`src/sv/gini_coefficient_sorted_macros.svh`:
```
// ----------------------------------------------------------------------------
// Gini coefficient block: assertion macros
// Shared concurrent assertion forms, clocked on clk and disabled in reset.
// ----------------------------------------------------------------------------
`ifndef GINI_COEFFICIENT_SORTED_MACROS_SVH
`define GINI_COEFFICIENT_SORTED_MACROS_SVH

// Consequent must hold in the same cycle as the antecedent.
`define GCS_ASSERT_SAME(lbl, ante, cons, msg) \
  lbl: assert property (@(posedge clk) disable iff (rst) (ante) |-> (cons)) \
    else $error(msg);

// Consequent must hold in the cycle after the antecedent.
`define GCS_ASSERT_NEXT(lbl, ante, cons, msg) \
  lbl: assert property (@(posedge clk) disable iff (rst) (ante) |=> (cons)) \
    else $error(msg);

`endif

```
`src/sv/gcs_pkg.sv`:
```
// ----------------------------------------------------------------------------
// Gini coefficient block: package
// Payload types, controller state, command and status groups, fixed widths.
// ----------------------------------------------------------------------------
package gcs_pkg;

  localparam int SAMPLE_W  = 32;
  localparam int GINI_W    = 17;
  localparam int ITEM_W    = 13;
  localparam int DIV_STEPS = 16;
  localparam int DIV_CNT_W = 4;

  localparam logic [GINI_W-1:0] Q_ONE = 17'h10000;

  typedef struct packed {
    logic [SAMPLE_W-1:0] sample;
    logic                is_last;
  } gcs_req_t;

  typedef struct packed {
    logic [GINI_W-1:0] gini_q16;
    logic [ITEM_W-1:0] item_count;
    logic              zero_total;
    logic              count_overflow;
  } gcs_rsp_t;

  typedef enum logic [2:0] {
    ST_ACCUM,
    ST_MUL,
    ST_SUB,
    ST_CMP,
    ST_DIV,
    ST_EMIT
  } gcs_state_t;

  typedef struct packed {
    logic accum;
    logic mul;
    logic sub;
    logic cmp;
    logic div_step;
    logic load_out;
  } gcs_cmd_t;

  typedef struct packed {
    logic need_div;
  } gcs_status_t;

endpackage

```
`src/sv/gcs_datapath.sv`:
```
// ----------------------------------------------------------------------------
// Gini coefficient block: datapath
// Running totals, the final product and difference, the restoring divider
// for the fraction, and the result register.
// ----------------------------------------------------------------------------
module gcs_datapath import gcs_pkg::*; #(
  parameter int MAX_N       = 4096,
  parameter int SAMPLE_BITS = 32
) (
  input  logic        clk,
  input  logic        rst,
  input  gcs_cmd_t    cmd,
  input  gcs_req_t    req,
  output gcs_status_t status,
  output gcs_rsp_t    rsp
);

  localparam int NW = $clog2(MAX_N + 1);
  localparam int TW = SAMPLE_BITS + NW;
  localparam int WW = SAMPLE_BITS + 2 * NW;
  localparam int DW = TW + NW;
  localparam int CW = WW + 1;
  localparam int PW = NW + SAMPLE_BITS;

  logic [NW-1:0]          n;
  logic [WW-1:0]          wsum;
  logic [TW-1:0]          tsum;
  logic                   dropped;
  logic [DW-1:0]          den;
  logic                   zero;
  logic [CW-1:0]          num;
  logic                   pos;
  logic [CW-1:0]          rem;
  logic [GINI_W-1:0]      q;

  logic [SAMPLE_BITS-1:0] x;
  logic [NW-1:0]          idx;
  logic [PW-1:0]          prod;
  logic [DW-1:0]          den_prod;
  logic [CW-1:0]          lhs;
  logic [CW-1:0]          sub;
  logic [CW-1:0]          den_ext;
  logic [CW-1:0]          shifted;
  logic                   ge;
  logic                   room;
  logic                   nonneg;
  logic [NW+ITEM_W-1:0]   n_ext;

  assign x        = req.sample[SAMPLE_BITS-1:0];
  assign idx      = n + NW'(1);
  assign prod     = PW'(idx) * PW'(x);
  assign room     = n < NW'(MAX_N);
  assign den_prod = DW'(n) * DW'(tsum);
  assign lhs      = {wsum, 1'b0};
  assign sub      = CW'(den) + CW'(tsum);
  assign den_ext  = CW'(den);
  assign shifted  = {rem[CW-2:0], 1'b0};
  assign ge       = shifted >= den_ext;
  assign nonneg   = !zero && pos;
  assign n_ext    = {{ITEM_W{1'b0}}, n};

  assign status.need_div = nonneg && (num < den_ext);

  always_ff @(posedge clk) begin
    if (rst || cmd.load_out) begin
      n       <= '0;
      wsum    <= '0;
      tsum    <= '0;
      dropped <= 1'b0;
    end else if (cmd.accum) begin
      if (room) begin
        n    <= idx;
        wsum <= wsum + WW'(prod);
        tsum <= tsum + TW'(x);
      end else begin
        dropped <= 1'b1;
      end
    end
  end

  always_ff @(posedge clk) begin
    if (cmd.mul) begin
      den  <= den_prod;
      zero <= (n == '0) || (tsum == '0);
    end
    if (cmd.sub) begin
      pos <= lhs > sub;
      num <= lhs - sub;
    end
    if (cmd.cmp) begin
      rem <= num;
      if (status.need_div) begin
        q <= '0;
      end else if (nonneg) begin
        q <= Q_ONE;
      end else begin
        q <= '0;
      end
    end else if (cmd.div_step) begin
      rem <= ge ? (shifted - den_ext) : shifted;
      q   <= {q[GINI_W-2:0], ge};
    end
    if (cmd.load_out) begin
      rsp.gini_q16       <= q;
      rsp.item_count     <= n_ext[ITEM_W-1:0];
      rsp.zero_total     <= zero;
      rsp.count_overflow <= dropped;
    end
  end

endmodule

```
`src/sv/gcs_controller.sv`:
```
// ----------------------------------------------------------------------------
// Gini coefficient block: controller
// Sequences accumulation, the final arithmetic steps, the divider and the
// hand-off of the result register.
// ----------------------------------------------------------------------------
`include "gini_coefficient_sorted_macros.svh"

module gcs_controller import gcs_pkg::*; (
  input  logic        clk,
  input  logic        rst,
  input  logic        req_valid,
  output logic        req_ready,
  input  logic        req_last,
  output logic        rsp_valid,
  input  logic        rsp_ready,
  input  gcs_status_t status,
  output gcs_cmd_t    cmd
);

  gcs_state_t           state;
  gcs_state_t           state_next;
  logic [DIV_CNT_W-1:0] div_cnt;
  logic [DIV_CNT_W-1:0] div_cnt_next;
  logic                 rsp_valid_next;
  logic                 accept;
  logic                 out_free;

  assign accept   = req_valid && req_ready;
  assign out_free = !rsp_valid || rsp_ready;

  always_comb begin
    state_next = state;
    case (state)
      ST_ACCUM: begin
        if (accept && req_last) begin
          state_next = ST_MUL;
        end
      end
      ST_MUL: begin
        state_next = ST_SUB;
      end
      ST_SUB: begin
        state_next = ST_CMP;
      end
      ST_CMP: begin
        state_next = status.need_div ? ST_DIV : ST_EMIT;
      end
      ST_DIV: begin
        if (div_cnt == DIV_CNT_W'(DIV_STEPS - 1)) begin
          state_next = ST_EMIT;
        end
      end
      ST_EMIT: begin
        if (out_free) begin
          state_next = ST_ACCUM;
        end
      end
      default: begin
        state_next = ST_ACCUM;
      end
    endcase
  end

  always_comb begin
    cmd          = '0;
    req_ready    = 1'b0;
    div_cnt_next = div_cnt;
    case (state)
      ST_ACCUM: begin
        req_ready    = 1'b1;
        cmd.accum    = req_valid;
        div_cnt_next = '0;
      end
      ST_MUL: begin
        cmd.mul = 1'b1;
      end
      ST_SUB: begin
        cmd.sub = 1'b1;
      end
      ST_CMP: begin
        cmd.cmp = 1'b1;
      end
      ST_DIV: begin
        cmd.div_step = 1'b1;
        div_cnt_next = div_cnt + DIV_CNT_W'(1);
      end
      ST_EMIT: begin
        cmd.load_out = out_free;
      end
      default: begin
        cmd = '0;
      end
    endcase
  end

  always_comb begin
    if (cmd.load_out) begin
      rsp_valid_next = 1'b1;
    end else if (rsp_ready) begin
      rsp_valid_next = 1'b0;
    end else begin
      rsp_valid_next = rsp_valid;
    end
  end

  always_ff @(posedge clk) begin
    if (rst) begin
      state     <= ST_ACCUM;
      div_cnt   <= '0;
      rsp_valid <= 1'b0;
    end else begin
      state     <= state_next;
      div_cnt   <= div_cnt_next;
      rsp_valid <= rsp_valid_next;
    end
  end

  `GCS_ASSERT_NEXT(a_last_starts_finish, accept && req_last, state == ST_MUL,
    "last request did not start the finishing sequence")
  `GCS_ASSERT_NEXT(a_div_length, state == ST_DIV && div_cnt == DIV_CNT_W'(DIV_STEPS - 1),
    state == ST_EMIT, "divider did not stop after the last quotient bit")
  `GCS_ASSERT_NEXT(a_emit_loads, state == ST_EMIT && out_free,
    rsp_valid && state == ST_ACCUM, "result was not handed to the output register")
  `GCS_ASSERT_SAME(a_div_entry, state == ST_DIV && div_cnt == '0,
    $past(state) == ST_CMP, "divider entered without the compare step")

endmodule

```
`src/sv/gini_coefficient_sorted.sv`:
```
// ----------------------------------------------------------------------------
// Gini coefficient of a sorted run
// Accumulates a run of ascending samples and reports its Gini coefficient.
// ----------------------------------------------------------------------------
// While a run is open, one request is taken every cycle: each costs one
// index-by-sample multiply-add into the weighted total. The request marked
// last closes the run. The block then forms n*T, forms 2W - (n+1)T and
// compares that difference with zero and with n*T, in the states ST_MUL,
// ST_SUB and ST_CMP. When the result lies strictly between 0 and 1, it then
// runs a restoring divider that yields one quotient bit per cycle. After
// that the result moves into the output register. No request is taken
// while the run is being finished. A result waiting in the output
// register does not block the next run from accumulating, but the move of
// the next result into the output register waits until the earlier one has
// been taken.
module gini_coefficient_sorted import gcs_pkg::*; #(
  parameter int MAX_N       = 4096,
  parameter int SAMPLE_BITS = 32
) (
  input  logic     clk,
  input  logic     rst,
  input  logic     req_valid,
  output logic     req_ready,
  input  gcs_req_t req,
  output logic     rsp_valid,
  input  logic     rsp_ready,
  output gcs_rsp_t rsp
);

  gcs_cmd_t    cmd;
  gcs_status_t status;

  gcs_controller u_ctrl (
    .clk       (clk),
    .rst       (rst),
    .req_valid (req_valid),
    .req_ready (req_ready),
    .req_last  (req.is_last),
    .rsp_valid (rsp_valid),
    .rsp_ready (rsp_ready),
    .status    (status),
    .cmd       (cmd)
  );

  gcs_datapath #(
    .MAX_N       (MAX_N),
    .SAMPLE_BITS (SAMPLE_BITS)
  ) u_dp (
    .clk    (clk),
    .rst    (rst),
    .cmd    (cmd),
    .req    (req),
    .status (status),
    .rsp    (rsp)
  );

endmodule

```
`config.mk`:
```
export PLATFORM = sky130hd
export DESIGN_NAME = gini_coefficient_sorted
export DESIGN_NICKNAME = d
export VERILOG_FILES = /design/src/sv/gcs_pkg.sv /design/src/sv/gcs_datapath.sv /design/src/sv/gcs_controller.sv /design/src/sv/gini_coefficient_sorted.sv
export VERILOG_INCLUDE_DIRS = /design/src /design/src/sv
export SDC_FILE = /design/constraint.sdc
export NUM_CORES = 2
export LEC_CHECK = 0
export ABC_CLOCK_PERIOD_IN_PS = 8000
export BUFFER_PORTS_ARGS = -buffer_cell sky130_fd_sc_hd__buf_2
export CORE_MARGIN = 3
export CORE_UTILIZATION = 45
export DETAILED_ROUTE_END_ITERATION = 8
export SYNTH_ARGS = -nofsm -noshare
export SYNTH_HDL_FRONTEND = slang
export SYNTH_SLANG_ARGS = --single-unit
export TNS_END_PERCENT = 5
```
`constraint.sdc`:
```
create_clock -name clk -period 8 [get_ports clk]
set_input_delay 1.6 -clock clk [delete_from_list [all_inputs] [get_ports clk]]
set_output_delay 1.6 -clock clk [all_outputs]
set_load 0.005 [all_outputs]
```
Word-level counts from Yosys, hierarchy flattened. Cells that the tools add are included.

Input port bits: 37. Word-level logic and storage cells: 80. Bits in registers: 351.

Order comparisons: 4. Bitwise operators: 1. Eq/ne operators: 9. Reduce and logical (&&, ||, !) cells: 18. Multiplexer cells: 22. $add $sub $neg: 7. Multiply operators: 2.

Operators with widths (number): two-way mux 58 bit (3); two-way mux 17 bit (4); adder 58 x 45 -> 59 bit (1); >= comparator 59 x 58 -> 1 bit (1); > comparator 59 bit (1); < comparator 59 x 58 -> 1 bit (1); subtractor 59 bit (1); adder 58 x 45 -> 58 bit (1); multiplier 13 x 45 -> 58 bit (1); subtractor 58 bit (1); adder 45 x 32 -> 45 bit (1); zero test 45 bit (1); multiplier 13 x 32 -> 45 bit (1); case mux 3 bit (6 select lines) (1); adder 13 x 1 -> 13 bit, second input constant (1); zero test 13 bit (1); < comparator 13 bit, second input constant (1); two-way mux 1 bit (10); two-way mux 3 bit (3); case mux 4 bit (2 select lines) (1); == test 3 x 2 -> 1 bit, second input constant (2); == test 3 bit, second input constant (2); inequality test 2 x 1 -> 1 bit, second input constant (3); nonzero test 2 bit (3); 10 further kinds (17).

Depth between registers and ports, before layout.
Word-level depth: 6. Depth in mapped cells: 32. Gate-level depth less buffers: 31.

Modules after synthesis. From an unflattened synthesis, not the netlist that was laid out.

Cell total of the unflattened synthesis: 6551. Area, all modules: 57672.8 um^2.

By module, submodules not included: gcs_datapath (instances 1, area an instance 57206.1 um^2, seq. area each 9128.8 um^2, cells an instance 6494); gcs_controller (instances 1, area an instance 466.7 um^2, seq. area each 160.2 um^2, cells an instance 57).

Worst setup path after synthesis. OpenSTA, ideal clock, no wires.

Path type: input -> register. Start: input req[10] (netlist name). End: register u_dp.wsum[56]. Path buffers: 1. Stages: 23. Arrival time: 7.521 ns. Slack: 0.351 ns. Setup time: 0.128 ns. Path through: clkbuf_1 > nand2_1 > fa_1 > inv_1 > fa_1 > fa_1 > fa_1 > fa_1 > inv_1 > fa_1 > inv_1 > ha_1 > a21o_1 > a31o_1 > a31oi_1 > o221ai_1 > o21bai_4 > o31a_1 > a221o_2 > a211oi_4 > nor3_2 > xnor2_1 > nor2_1.

Longest elaborated chain between the ends: 2.

Ends and longest elaborated chain: from (decl) (line gini_coefficient_sorted.sv:24) `input gcs_req_t req,`; multiplier 13 x 32 -> 45 bit (line gcs_datapath.sv:51) `assign prod = PW'(idx) * PW'(x);`; adder 58 x 45 -> 58 bit (line gcs_datapath.sv:73) `wsum <= wsum + WW'(prod);`; to (signal assigned) (line gcs_datapath.sv:73); to (decl) (line gcs_datapath.sv:26) `logic [WW-1:0] wsum;`.

No other way between the ends. A chain may end at the register's enable or synchronous reset.

Final worst setup path.
Start: register u_dp.n[0]. End: register u_dp.wsum[48].

Longest elaborated chain between the ends: 3. Elaborated cells between the ends (all ways): 5. Classes of those cells: 2 x add/sub; 1 x mul; 1 x order compare; 1 x reduce/logical.

Ends and longest elaborated chain: from (decl) (line gcs_datapath.sv:25) `logic [NW-1:0] n;`; from (signal assigned) (line gcs_datapath.sv:72) `n <= idx;`; adder 13 x 1 -> 13 bit (line gcs_datapath.sv:50) `assign idx = n + NW'(1);`; multiplier 13 x 32 -> 45 bit (line gcs_datapath.sv:51); adder 58 x 45 -> 58 bit (line gcs_datapath.sv:73).

Parallel ways exist; a longest one is shown, timed or not.

==> results.json <==
{
  "ir_drop_mv": 0.162,
  "clock.fmax_ghz": 0.129,
  "yosys_warnings": 0,
  "port_buffers": 70,
  "fin_skew_ns": 0.0352,
  "rows": 130,
  "grt.total_usage_pct": 25.9,
  "critPathMaxFanout": 11,
  "seqPwrFrac_pct": 23.4,
  "final_area_sq_um": 61600,
  "hold_ws_ns": 0.428,
  "ys_seq_elements": 351,
  "slowest_delay_ns": 0.55,
  "syn-instance-count": 6512,
  "syn_area_sq_um": 57100,
  "place_area_sq_um": 59700,
  "pre_cts_ws_ns": -0.000624,
  "synth_flop_cell": "edfxtp_1",
  "clkTransAtPathRegs_ns": 0.06,
  "finalCriticalPeriod_ns": 7.76,
  "die_y_um": 362,
  "wl_um": 169000,
  "cts_tree": "done",
  "tns_ns": 0,
  "fill_cells": 12100,
  "clkPwrFrac_pct": 17.3,
  "synth_area_leaders": "fa_1, edfxtp_1, ha_1, nand2_1, inv_1",
  "min_path_type": "reg -> reg",
  "ctsRootBufferMaster": "clkbuf_16",
  "setup_viol": 0,
  "grt_pass1_wl_um": 269000,
  "syn_nets": 7860,
  "hold_buffers": 0,
  "initial_utilization_pct": 45.4,
  "clock-sinks": 351,
  "p_sw_share_pct": 47.2,
  "switchingPower_mw": 6.04,
  "intPower_mw": 6.74,
  "vias_per_cell": 5.58,
  "worst_slew_pin_slew_ns": 1.20,
  "die_width_um": 362,
  "timing.final.ws_setup_ns": 0.237,
  "synthArstFlopShare_pct": 0,
  "wire_per_inst_um": 20.7,
  "synth_cell_type_count": 105,
  "die-area_sq_um": 131000,
  "grt_pass1_vias": 46000,
  "vias": 45600,
  "comb_power_share_pct": 59.4,
  "slew_headroom_pct": 20.0,
  "netlist.area_leader.share_pct": 29.8,
  "report.final.hold_viol_count": 0,
  "yosysTopAreaCell": "fa_1",
  "antenna_found_initial": 3,
  "fin_crit_sh_pct": 97.0,
  "power_density_nw_per_um2": 208,
  "end_kind": "flip-flop",
  "nNetsFinal": 7822,
  "p_leak_nw": 28.3,
  "criticalPathCategory": "reg -> reg",
  "h-tree-depth": 2,
  "antenna_left": 0,
  "slowest_stage": "fa_1",
  "core_sq_um": 126000,
  "io_pins": 71,
  "first_pass_iters": 5,
  "multi_input_area_sq_um": 43500,
  "cpMostUsedCell": "fa_1",
  "start_kind": "flip-flop",
  "layout_common_cells": "nand2_1, inv_1, fa_1, ha_1, a21oi_1",
  "required_ns": 8.47,
  "ff_latch_area_sq_um": 9300,
  "syn2layout_area_growth_pct": 7.80,
  "yosysSeqAreaShare_pct": 16.3,
  "drv_slew": 0,
  "clock_latency_ns": 0.63,
  "synth_edf_count": 226,
  "maxCapViolCount": 0,
  "grt_overflow_total": 0,
  "run_status": "complete, no violations",
  "drt_iter0_drc": 3652,
  "clock_path_buffers": 3,
  "final_common_cell": "nand2_1",
  "gp_congestion": 0.945,
  "layout-drive-gt1-share_pct": 6.50,
  "numCtsBuffers": 45,
  "place_hpwl_um": 135000,
  "crit_arrival_ns": 8.23,
  "postSynthAreaPerCell_sq_um": 8.77,
  "grt_max_degree": 102,
  "drcViolationCount": 0
}
-- per-stage QoR --
step / utilization (%) / std cells / power (mW)
2_1_floorplan: - / 6512 / 8.16
3_3_place_gp: 47.4 / 8067 / 10.4
3_5_place_dp: 47.4 / 8067 / 10.5
4_1_cts: 48.7 / 8151 / 12.7
5_1_grt: 48.9 / 8161 / 13.8
6_report: 48.9 / 8162 / 12.8
-- flip-flops by register name, indices dropped and copies added, names as in the netlist, 4 cells and up --
name            flops
u_dp.q             17
u_ctrl.div_cnt      4
u_dp.den           58
u_dp.tsum          45
u_dp.n             13
u_dp.rem           58
u_dp.num           59
u_dp.rsp           32
u_dp.wsum          58
-- cell families after synthesis --
logic type,count (synthesis),share of synthesized area (%)
flip-flops,351,16.3
AND/OR/NAND/NOR,2095,17.1
buffers and inverters,1220,8.18
multiplexers,17,0.300
adder cells (fa/ha/maj),1311,39.9
AO/OA/AOI/OAI,1201,13.4
XOR/XNOR,317,4.86
-- metal layers --
metal  wire length (um)  vias to the layer above  share of wire (%)  track usage, %
li1                   -                    21100                  -               -
met4               4560                        0                2.7            6.00
met2              73700                     1372                 44            40.3
met1              79400                    22900                 47            38.5
met5                  0                        -                  0               0
met3              11200                      214                6.6            3.47
-- final timing paths --
kind / endpoint / slack [ns] / cells after the start / start
worst max register to register: u_dp.wsum[48] / 0.24 / 30 / u_dp.n[0]
worst max-delay path: u_dp.wsum[48] / 0.24 / 30 / u_dp.n[0]
worst min register to register: u_dp.rsp[31] / 0.43 / 0 / u_dp.q[16]
worst min-delay path: u_dp.rsp[31] / 0.43 / 0 / u_dp.q[16]
-- worst max-delay path, delay by kind of cell (launching register included) --
kind            cells  cell delay, ns
simple gates        9            1.40
buf+inv             6            0.74
flops               1            0.37
compound gates      6            1.49
fa+ha+maj           8            3.41
xor+xnor            1            0.16
-- area by class of cell --
type / instances / share of cell area (%)
diodes: 1 / 0.00406
repair buffers: 242 / 3.00
clock buffers: 56 / 1.99
clock inverters: 28 / 0.553
inverters: 893 / 5.44
multi-input cells: 4941 / 70.5
flip-flops and latches: 351 / 15.1
well taps: 1650 / 3.35
-- synth_stat cells, types with 10 or more instances --
cell type	number
a211o_1	11
a211oi_1	40
a21o_1	223
a21oi_1	450
a221o_1	10
a31oi_1	34
and2_1	332
and3_1	39
and4_1	12
buf_1	20
buf_2	15
clkbuf_1	281
dfxtp_1	125
edfxtp_1	226
fa_1	850
ha_1	461
inv_1	892
mux2i_1	16
nand2_1	1026
nand2b_1	40
nand3_1	78
nand4_1	78
nor2_1	282
nor2b_1	75
nor3_1	42
nor4_1	26
o211ai_1	16
o21a_1	38
o21ai_0	142
o21ai_1	46
o21bai_1	40
o31ai_1	20
or2_2	11
or3_1	23
xnor2_1	181
xor2_1	136
-- power groups by stage --
stage                     clock [mW]  sequential, mW  combinational, mW
after floorplan                    0            2.64               5.52
after global placement             0            3.00               7.39
after detailed placement           0            3.01               7.45
after CTS                       2.27            2.97               7.50
after global routing            2.33            3.01               8.49
final                           2.20            2.99               7.59
-- what timing repair did --
| item | 4_1_cts | 5_1_grt |
|---|---|---|
| setup buffers | 0 | 7 |
| endpoints found under the setup margin | 0 | 21 |
| resized for setup | 0 | 30 |
Power figures use the tool's default switching activity.
